==> config.mk <==
export PLATFORM = sky130hd
export DESIGN_NAME = nmea_sentence_deframer_checksum
export DESIGN_NICKNAME = d
export VERILOG_FILES = /design/src/rtl/nsdc_pkg.sv /design/src/rtl/nmea_sentence_deframer_checksum.sv /design/src/rtl/nsdc_tracker.sv
export SDC_FILE = /design/constraint.sdc
export NUM_CORES = 1
export LEC_CHECK = 0
export BUFFER_PORTS_ARGS = -buffer_cell sky130_fd_sc_hd__buf_2
export CAP_MARGIN = 40
export CORE_MARGIN = 10
export CORE_UTILIZATION = 33
export CTS_CLUSTER_DIAMETER = 100
export DETAILED_ROUTE_END_ITERATION = 10
export GPL_TIMING_DRIVEN = 0
export PLACE_DENSITY = 0.51
export SLEW_MARGIN = 20
export SYNTH_ARGS = -nofsm -noshare
export SYNTH_HDL_FRONTEND = slang
export SYNTH_SLANG_ARGS = --single-unit
==> constraint.sdc <==
create_clock -name aclk -period 5 [get_ports aclk]
set_input_delay 1 -clock aclk [delete_from_list [all_inputs] [get_ports aclk]]
set_output_delay 1 -clock aclk [all_outputs]
set_load 0.05 [all_outputs]
==> src/rtl/nsdc_pkg.sv <==
// shared types, constants and a helper function of the nmea sentence deframer
// depends on nothing
package nsdc_pkg;

    // sizing
    localparam int MAX_SENTENCE    = 255;
    localparam int OFFSET_BITS     = 32;
    localparam int NAME_CHARS      = 5;
    localparam int NAME_BITS       = 8 * NAME_CHARS;
    localparam int NAME_COUNT_BITS = $clog2(NAME_CHARS + 1);
    localparam int LEN_BITS        = 8;
    localparam int START_BITS      = 32;
    localparam int CFG_WIDTH       = 40;
    localparam int CFG_INDEX_BITS  = 1;

    // register indexes
    localparam logic [CFG_INDEX_BITS-1:0] REG_FIRST_NAME  = 1'd0;
    localparam logic [CFG_INDEX_BITS-1:0] REG_SECOND_NAME = 1'd1;

    // register reset values: "GPRMC" and "GPGGA"
    localparam logic [CFG_WIDTH-1:0] FIRST_NAME_RESET  = 40'h4750524D43;
    localparam logic [CFG_WIDTH-1:0] SECOND_NAME_RESET = 40'h4750474741;

    // characters with a meaning in the stream
    localparam logic [7:0] CHAR_NUL    = 8'h00;
    localparam logic [7:0] CHAR_CR     = 8'h0D;
    localparam logic [7:0] CHAR_DOLLAR = 8'h24;
    localparam logic [7:0] CHAR_STAR   = 8'h2A;
    localparam logic [7:0] CHAR_COMMA  = 8'h2C;
    localparam logic [7:0] CHAR_ZERO   = 8'h30;
    localparam logic [7:0] CHAR_A_LESS_TEN = 8'h37;

    localparam logic [LEN_BITS-1:0] LEN_MAX = LEN_BITS'(MAX_SENTENCE);

    typedef enum logic [1:0] {
        KIND_FIRST  = 2'd0,
        KIND_SECOND = 2'd1,
        KIND_OTHER  = 2'd2
    } kind_t;

    typedef enum logic [1:0] {
        STATUS_OK       = 2'd0,
        STATUS_MISMATCH = 2'd1,
        STATUS_TOO_LONG = 2'd2
    } status_t;

    // one finished sentence
    typedef struct packed {
        kind_t                  kind;
        status_t                status;
        logic [START_BITS-1:0]  start;
        logic [LEN_BITS-1:0]    length;
    } result_t;

    // uppercase ascii hex digit of a nibble
    function automatic logic [7:0] hex_upper(input logic [3:0] nib);
        logic [7:0] wide;
        wide = {4'h0, nib};
        return (nib < 4'd10) ? (CHAR_ZERO + wide) : (CHAR_A_LESS_TEN + wide);
    endfunction

endpackage

==> src/rtl/nmea_sentence_deframer_checksum.sv <==
// nmea 0183 sentence deframer with checksum check, top level
// a result is registered into the output register or skid entry as its last checksum item is taken
// throughput: one item per cycle while s_ready is high; the state update is combinational xor, compare and
// count logic, and a two-entry output buffer keeps input flowing while a result waits
// reset: synchronous active-low aresetn clears all state but the output and skid data, names go to GPRMC and GPGGA
// depends on nsdc_pkg and nsdc_tracker
module nmea_sentence_deframer_checksum (
    input  logic                                 aclk,
    input  logic                                 aresetn,
    input  logic                                 cfg_wr_en,
    input  logic [nsdc_pkg::CFG_INDEX_BITS-1:0]  cfg_index,
    input  logic [nsdc_pkg::CFG_WIDTH-1:0]       cfg_wr_data,
    input  logic                                 s_valid,
    output logic                                 s_ready,
    input  logic [7:0]                           s_char_in,
    output logic                                 m_valid,
    input  logic                                 m_ready,
    output logic [1:0]                           m_sentence_kind,
    output logic [1:0]                           m_check_status,
    output logic [31:0]                          m_start_offset,
    output logic [7:0]                           m_sentence_length
);

    logic [nsdc_pkg::CFG_WIDTH-1:0] first_name_reg;
    logic [nsdc_pkg::CFG_WIDTH-1:0] second_name_reg;

    logic              res_valid;
    nsdc_pkg::result_t res;

    nsdc_pkg::result_t out_reg;
    nsdc_pkg::result_t skid_reg;
    logic              out_valid_reg;
    logic              skid_valid_reg;
    logic              out_free;

    // configuration registers
    always_ff @(posedge aclk) begin
        if (!aresetn) begin
            first_name_reg  <= nsdc_pkg::FIRST_NAME_RESET;
            second_name_reg <= nsdc_pkg::SECOND_NAME_RESET;
        end else if (cfg_wr_en) begin
            case (cfg_index)
                nsdc_pkg::REG_FIRST_NAME:  first_name_reg  <= cfg_wr_data;
                nsdc_pkg::REG_SECOND_NAME: second_name_reg <= cfg_wr_data;
                default: begin
                end
            endcase
        end
    end

    // input side is held only when both buffer entries are occupied
    assign s_ready = !skid_valid_reg;

    nsdc_tracker u_tracker (
        .aclk        (aclk),
        .aresetn     (aresetn),
        .char_accept (s_valid && s_ready),
        .char_in     (s_char_in),
        .first_name  (first_name_reg),
        .second_name (second_name_reg),
        .res_valid   (res_valid),
        .res         (res)
    );

    // output register with skid entry
    assign out_free = !out_valid_reg || m_ready;

    always_ff @(posedge aclk) begin
        if (!aresetn) begin
            out_valid_reg  <= 1'b0;
            skid_valid_reg <= 1'b0;
        end else if (out_free) begin
            if (skid_valid_reg) begin
                out_valid_reg  <= 1'b1;
                skid_valid_reg <= res_valid;
            end else begin
                out_valid_reg <= res_valid;
            end
        end else if (res_valid) begin
            skid_valid_reg <= 1'b1;
        end
    end

    always_ff @(posedge aclk) begin
        if (out_free) begin
            if (skid_valid_reg) begin
                out_reg <= skid_reg;
                if (res_valid) begin
                    skid_reg <= res;
                end
            end else if (res_valid) begin
                out_reg <= res;
            end
        end else if (res_valid) begin
            skid_reg <= res;
        end
    end

    assign m_valid           = out_valid_reg;
    assign m_sentence_kind   = out_reg.kind;
    assign m_check_status    = out_reg.status;
    assign m_start_offset    = out_reg.start;
    assign m_sentence_length = out_reg.length;

endmodule

==> src/rtl/nsdc_tracker.sv <==
// sentence state tracking: checksum, name capture, offsets and length per item
// depends on nsdc_pkg; produces the result of a sentence as its last item is taken
module nsdc_tracker (
    input  logic                           aclk,
    input  logic                           aresetn,
    input  logic                           char_accept,
    input  logic [7:0]                     char_in,
    input  logic [nsdc_pkg::CFG_WIDTH-1:0] first_name,
    input  logic [nsdc_pkg::CFG_WIDTH-1:0] second_name,
    output logic                           res_valid,
    output nsdc_pkg::result_t              res
);

    typedef enum logic [3:0] {
        PH_IDLE = 4'b0001,
        PH_BODY = 4'b0010,
        PH_HEX1 = 4'b0100,
        PH_HEX2 = 4'b1000
    } phase_t;

    phase_t                                  phase_reg, phase_next;
    logic [7:0]                              xor_reg, xor_next;
    logic [nsdc_pkg::NAME_BITS-1:0]          name_reg, name_next;
    logic [nsdc_pkg::NAME_COUNT_BITS-1:0]    name_cnt_reg, name_cnt_next;
    logic                                    name_closed_reg, name_closed_next;
    logic                                    name_long_reg, name_long_next;
    logic [nsdc_pkg::OFFSET_BITS-1:0]        pos_reg, pos_next;
    logic [nsdc_pkg::OFFSET_BITS-1:0]        start_reg, start_next;
    logic [nsdc_pkg::LEN_BITS-1:0]           len_reg, len_next;
    logic                                    len_over_reg, len_over_next;
    logic [7:0]                              hex1_reg, hex1_next;

    // saturating length after counting this item
    logic                          at_max;
    logic [nsdc_pkg::LEN_BITS-1:0] len_inc;
    logic                          over_inc;
    logic                          exact;
    logic                          sum_ok;

    assign at_max   = (len_reg >= nsdc_pkg::LEN_MAX);
    assign len_inc  = at_max ? nsdc_pkg::LEN_MAX : (len_reg + nsdc_pkg::LEN_BITS'(1));
    assign over_inc = len_over_reg | at_max;

    // name match and checksum compare for the closing item
    assign exact  = (name_cnt_reg == nsdc_pkg::NAME_COUNT_BITS'(nsdc_pkg::NAME_CHARS))
                    && !name_long_reg;
    assign sum_ok = (hex1_reg == nsdc_pkg::hex_upper(xor_reg[7:4]))
                    && (char_in == nsdc_pkg::hex_upper(xor_reg[3:0]));

    always_comb begin
        res.kind = nsdc_pkg::KIND_OTHER;
        if (exact && (name_reg == first_name[nsdc_pkg::NAME_BITS-1:0])) begin
            res.kind = nsdc_pkg::KIND_FIRST;
        end else if (exact && (name_reg == second_name[nsdc_pkg::NAME_BITS-1:0])) begin
            res.kind = nsdc_pkg::KIND_SECOND;
        end
        if (over_inc) begin
            res.status = nsdc_pkg::STATUS_TOO_LONG;
        end else if (sum_ok) begin
            res.status = nsdc_pkg::STATUS_OK;
        end else begin
            res.status = nsdc_pkg::STATUS_MISMATCH;
        end
        res.start  = nsdc_pkg::START_BITS'(start_reg);
        res.length = len_inc;
    end

    // next state for the accepted item
    always_comb begin
        phase_next       = phase_reg;
        xor_next         = xor_reg;
        name_next        = name_reg;
        name_cnt_next    = name_cnt_reg;
        name_closed_next = name_closed_reg;
        name_long_next   = name_long_reg;
        pos_next         = pos_reg;
        start_next       = start_reg;
        len_next         = len_reg;
        len_over_next    = len_over_reg;
        hex1_next        = hex1_reg;
        res_valid        = 1'b0;

        if (char_accept) begin
            if (char_in == nsdc_pkg::CHAR_NUL) begin
                // zero byte drops the sentence and restarts the offset count
                phase_next = PH_IDLE;
                pos_next   = '0;
            end else begin
                if (char_in == nsdc_pkg::CHAR_DOLLAR) begin
                    phase_next       = PH_BODY;
                    xor_next         = '0;
                    name_next        = '0;
                    name_cnt_next    = '0;
                    name_closed_next = 1'b0;
                    name_long_next   = 1'b0;
                    start_next       = pos_reg + nsdc_pkg::OFFSET_BITS'(1);
                    len_next         = '0;
                    len_over_next    = 1'b0;
                    hex1_next        = '0;
                end else begin
                    case (phase_reg)
                        PH_BODY: begin
                            len_next      = len_inc;
                            len_over_next = over_inc;
                            if (char_in == nsdc_pkg::CHAR_STAR) begin
                                name_closed_next = 1'b1;
                                phase_next       = PH_HEX1;
                            end else begin
                                xor_next = xor_reg ^ char_in;
                                if (!name_closed_reg) begin
                                    if ((char_in == nsdc_pkg::CHAR_COMMA) ||
                                        (char_in == nsdc_pkg::CHAR_CR)) begin
                                        name_closed_next = 1'b1;
                                    end else if (name_cnt_reg <
                                        nsdc_pkg::NAME_COUNT_BITS'(nsdc_pkg::NAME_CHARS)) begin
                                        name_next = (name_reg << 8)
                                                    | nsdc_pkg::NAME_BITS'(char_in);
                                        name_cnt_next = name_cnt_reg
                                                        + nsdc_pkg::NAME_COUNT_BITS'(1);
                                    end else begin
                                        name_long_next = 1'b1;
                                    end
                                end
                            end
                        end
                        PH_HEX1: begin
                            len_next      = len_inc;
                            len_over_next = over_inc;
                            hex1_next     = char_in;
                            phase_next    = PH_HEX2;
                        end
                        PH_HEX2: begin
                            len_next      = len_inc;
                            len_over_next = over_inc;
                            res_valid     = 1'b1;
                            phase_next    = PH_IDLE;
                        end
                        default: begin
                            // idle: characters outside a sentence are dropped
                            phase_next = PH_IDLE;
                        end
                    endcase
                end
                pos_next = pos_reg + nsdc_pkg::OFFSET_BITS'(1);
            end
        end
    end

    // state registers
    always_ff @(posedge aclk) begin
        if (!aresetn) begin
            phase_reg       <= PH_IDLE;
            xor_reg         <= '0;
            name_reg        <= '0;
            name_cnt_reg    <= '0;
            name_closed_reg <= 1'b0;
            name_long_reg   <= 1'b0;
            pos_reg         <= '0;
            start_reg       <= '0;
            len_reg         <= '0;
            len_over_reg    <= 1'b0;
            hex1_reg        <= '0;
        end else begin
            phase_reg       <= phase_next;
            xor_reg         <= xor_next;
            name_reg        <= name_next;
            name_cnt_reg    <= name_cnt_next;
            name_closed_reg <= name_closed_next;
            name_long_reg   <= name_long_next;
            pos_reg         <= pos_next;
            start_reg       <= start_next;
            len_reg         <= len_next;
            len_over_reg    <= len_over_next;
            hex1_reg        <= hex1_next;
        end
    end

endmodule

* Word-level counts from Yosys, hierarchy flattened
Cells that the tools add are included.
Operators by class: $add $sub $neg 7, $lt $le $gt $ge 4, equality and inequality tests 18, multiplexer cells 57, bitwise logic cells 5, reduce and logical (&&, ||, !) cells 29
Operators with widths (number):
- 40-bit 2-to-1 mux | 6
- 44-bit 2-to-1 mux | 5
- 40-bit == test | 2
- 8-bit 2-to-1 mux | 10
- 40-bit by 8-bit bitwise OR with 40-bit output | 1
- 32-bit by 1-bit adder with 32-bit output (second input constant) | 1
- 32-bit 2-to-1 mux | 1
- 6-bit by 4-bit adder with 7-bit output (first input constant) | 4
- 8-bit by 6-bit == test with 1-bit output (second input constant) | 3
- 1-bit 2-to-1 mux | 22
- 3-bit 2-to-1 mux | 6
- 8-bit == test | 2
- 7-bit AND reduction | 2
- 4-bit 2-to-1 mux | 3
- 3-bit AND reduction | 4
- 2-bit nonzero test | 6
- 8-bit by 1-bit adder with 8-bit output (second input constant) | 1
- 8-bit by 4-bit == test with 1-bit output (second input constant) | 1
- 8-bit greater-or-equal comparator (second input constant) | 1
- 8-bit logical NOT | 1
- 4-bit less-than comparator (second input constant) | 2
- 4-bit case mux with 2 select lines | 1
- 2-bit AND reduction | 4
- 8-bit XOR | 1
- other kinds (17) | 30
Word-level totals: bits in registers 308, input port bits 54, output and inout port bits 46, word-level logic and storage cells 143

* Longest topological paths before layout
word-level depth 9, mapped depth 9, mapped depth without buffers 8

* Modules after synthesis
From an unflattened synthesis, not the netlist that was laid out.
Unflattened totals: cell total of the unflattened synthesis 1464, area total of the unflattened synthesis 13938.4 µm²
By module, submodules not included:
- nsdc_tracker | times used 1, cells each 964, area an instance 7812.5 µm², seq. area each 2762.6 µm²
- nmea_sentence_deframer_checksum | times used 1, cells each 500, area an instance 6125.9 µm², seq. area each 4284.1 µm²

* Worst setup path after synthesis
Ideal clock, no wire load.
path kind input to register, from in s_char_in[3], to reg out_reg (netlist bit m_check_status[0]), enable pin, library setup time 0.450 ns, data arrival time 4.077 ns, required time 4.550 ns, path slack 0.473 ns, stages 6, buffers on the path 2, path through clkbuf_1 nor3_1 a31oi_1 clkbuf_1 a31oi_1 nor2b_1
On the way: cells in the longest elaborated chain, start to end 6, elaborated cells on any way between the ends 7, classes of those cells eq/ne (1); mux (3); reduce/logical (3)
Ends and longest elaborated chain:
- from (decl) | line nmea_sentence_deframer_checksum.sv:15 | input logic [7:0] s_char_in,
- 8-bit by 6-bit == test with 1-bit output | line nsdc_tracker.sv:89 | if (char_in == nsdc_pkg::CHAR_DOLLAR) begin
- 1-bit 2-to-1 mux | line nsdc_tracker.sv:89
- 1-bit 2-to-1 mux (*) | line nsdc_tracker.sv:84 | if (char_in == nsdc_pkg::CHAR_NUL) begin
- 1-bit 2-to-1 mux (*) | line nsdc_tracker.sv:83 | if (char_accept) begin
- 2-bit nonzero test (no source line) (*)
- 2-bit AND reduction (no source line) (*)
- to (signal assigned) | line nmea_sentence_deframer_checksum.sv:87 | out_reg <= skid_reg;
- to (signal assigned) | line nmea_sentence_deframer_checksum.sv:92 | out_reg <= res;
- to (decl) | line nmea_sentence_deframer_checksum.sv:30 | nsdc_pkg::result_t out_reg;
Mark *: on every way between the ends. The rest lies on a longest branch, timed or not. A chain may end at the register's enable or synchronous reset.

==> impl_metrics.toml <==
[status]
outcome = "completed"

[timing]
final-hold-violation-count = 0
finalCriticalPeriod_ps = 3465
setup_viol = 0
fin_skew_ps = 27.39
fin_crit_sh_pct = 69.31
holdWs_ps = 451.0
rsz0062_at_grt = "false"
fin_ws_ps = 1535
max-slew-margin-rel_pct = 48.98
worstMarginPinSlew_ps = 765.2
drv_slew = 0
clock.fmax_mhz = 288.6

[finish]
finalCoreUtilization_pct = 39.11
fin_area_um2 = 15930
final_common_cell = "nand2_1"
layout_common_cells = "nand2_1 (302), dfxtp_1 (220), buf_2 (98)"
antenna_cells = 0
fillers = 4151
drive_gt1_share_pct = 13.71
seq_area_um2 = 7047
nNetsFinal = 1617
multiInputGateArea_um2 = 6131
largest_reg_flops = 44
layout.cells.non_filler = 2115
area_delta_synth_final_pct = 17.27

[grt]
grt_usage_pct = 15.30
grt_pass1_wl_mm = 60.79
grt_max_degree = 29
grt_use_met3_pct = 2.798
gr-max-usage-layer = "met2"
grt_use_met2_pct = 24.84
overflow = 0
grt_antenna_before_repair = 0
met1_usage_pct = 20.14
grt_pass1_vias = 10480

[floorplanning]
top_level_ports = 100
coreArea_um2 = 40740
die_w_um = 222.9
die_area_um2 = 49690
num_rows = 74
die_height_um = 222.9
start_util_pct = 33.35

[synth]
synth_top_family_by_area = "simple AND/OR/NAND/NOR gates"
ys_async_sr_fraction_pct = 0
yosys_register_bits = 308
syn-num-nets = 1479
syn_inst = 1419
yosysTopAreaCellShare_pct = 32.42
synthAdderAreaFrac_pct = 0.5525
synthFlopType = "dfxtp_1"
synthDistinctLibCells = 65
avgSynthCellArea_um2 = 9.575
synth_largest_area_cell = "dfxtp_1"
synthSimpleGateAreaFrac_pct = 19.52
synth_area_leaders = "dfxtp_1 (32%), edfxtp_1 (19%), nand2_1 (8.3%), xor2_1 (5.9%), nand3_1 (3.3%)"
yosysSeqAreaShare_pct = 51.86
synth_warnings = 0
synth_compound_area_share_pct = 12.98
synthXorXnorAreaFrac_pct = 7.993
synth_edf_count = 88
synth_area_um2 = 13590
synthMuxAreaShare_pct = 3.969

[clock_network]
tritoncts = "done"
clk_pin_slew_worst_paths_ps = 60
cts_buffer_depth = 3
root_buffer = "clkbuf_16"
cts.repair.resized = 0
cts_hold_buffers = 0
clkLatencyLatePin_ps = 540
clkSinkCount = 308
cts_setup_buffers = 0
htreeDepth = 2
numCtsBuffers = 36

[worst_setup_path]
crit_required_ps = 5240
worstReg2RegStart = "skid_valid_reg"
rrSetupSlack_ps = 1670
critPathArrivalTime_ps = 3710
timing.rr.end = "m_start_offset[14]"
cp-end-kind = "flip-flop"
startpoint = "s_char_in[1]"
reg2reg_depth = 7
cp-start-kind = "input port"
crit_type = "input port to flip-flop"
cp_max_fo = 23

[routing]
dr.pass1.iters = 5
drtAntennaViolNets = 0
post_drt_wl_per_cell_um = 18.52
via_per_inst = 5.049
drt_wl_total_mm = 39.16
dr.first_iter.drc_count = 643
remaining_drc_errors = 0
vias = 10680

[pwr]
leakagePower_nw = 6.543
ir_drop_uv = 184.3
cellPowerDensity_nw_per_um2 = 336.2

[place]
placed_area_um2 = 14830
place_inst = 2050
port_buffers = 95
dpl.hpwl_mm = 28.97
gp_congestion = 0.8816
dp_slack_ps = 1025

[run]
maxCapViolCount = 0

[hold_path]
hold_path_end = "skid_reg[32]"
min_delay_path_depth = 0
min_from = "u_tracker.start_reg[24]"
hold_path_class = "flip-flop to flip-flop"
area by class of cell:
cell class	count	area share [%]
timing repair buffer	100	3.557
clock buffer	51	6.196
multi-input combinational	1008	38.48
clock inverter	13	0.6989
sequential	308	44.23
tap	532	4.178
buffer	91	2.379
inverter	12	0.2827
logic make-up (layout without fill, tap and decap cells):
kind of cell | after synthesis | after routing
AND/OR/NAND/NOR | 566 | 566
multiplexers | 49 | 49
flip-flops | 308 | 308
XOR/XNOR | 124 | 124
AO/OA/AOI/OAI | 263 | 263
buffers and inverters | 103 | 267
adder cells (fa/ha/maj) | 6 | 6
where the power goes:
group | leakage [nW] | switching (W) | internal, W | total [W]
clock network | 0.539 | 0.00105 | 0.00144 | 0.00248
registers | 2.75 | 0.0000332 | 0.00259 | 0.00262
logic | 3.26 | 0.000167 | 0.0000832 | 0.000250
worst max-delay path, stage by stage:
cell	delay [ps]
clkbuf_1	340
nor2_1	220
nand4_4	190
clkbuf_1	480
clkbuf_1	460
nand3_1	200
nor2_4	390
buf_16	210
buf_16	180
how the worst max path moves through the flow:
stage | endpoint | slack (ps) | cells after the start
CTS | skid_reg[36] | 1590 | 9
global placement | skid_reg[21] | -1230 | 7
detailed placement | skid_reg[21] | 1020 | 9
finish | skid_reg[21] | 1530 | 9
floorplan | m_check_status[0] | 470 | 6
global route | skid_reg[28] | 1370 | 9
metrics by stage:
stage / power, W / setup TNS, ps
4_1_cts: 0.005424 / 0
3_5_place_dp: 0.002929 / 0
6_report: 0.005357 / 0
5_1_grt: 0.005556 / 0
2_1_floorplan: 0.002815 / 0
3_3_place_gp: 0.002924 / -99660
routing by layer:
metal	up-vias	wire length, µm
li1	5277	-
met2	259	18090
met5	-	0
met4	0	1027
met3	62	2079
met1	5080	17960
cells in the mapped netlist (3+ instances only):
| cell type | instances |
|---|---|
| nand2_1 | 302 |
| dfxtp_1 | 220 |
| xor2_1 | 92 |
| nand3_1 | 90 |
| edfxtp_1 | 88 |
| o21ai_0 | 86 |
| clkbuf_1 | 74 |
| a21boi_0 | 51 |
| nor2_1 | 40 |
| mux2_2 | 39 |
| a21oi_1 | 37 |
| xnor2_1 | 32 |
| nand4_1 | 28 |
| o211a_1 | 25 |
| nor4_1 | 19 |
| nor3_1 | 15 |
| o31ai_1 | 12 |
| a31oi_1 | 11 |
| inv_1 | 11 |
| and3_1 | 10 |
| mux2i_1 | 10 |
| and2_1 | 9 |
| nand2b_1 | 9 |
| o211ai_1 | 8 |
| and3b_1 | 7 |
| nand3b_1 | 7 |
| nor2b_1 | 7 |
| a22o_1 | 6 |
| and4_1 | 6 |
| ha_1 | 6 |
| buf_1 | 5 |
| buf_4 | 4 |
| a211oi_1 | 3 |
| a31o_2 | 3 |
| buf_2 | 3 |
| clkbuf_2 | 3 |
| or3_1 | 3 |
| or4_1 | 3 |
(Power assumes the default switching activity.)
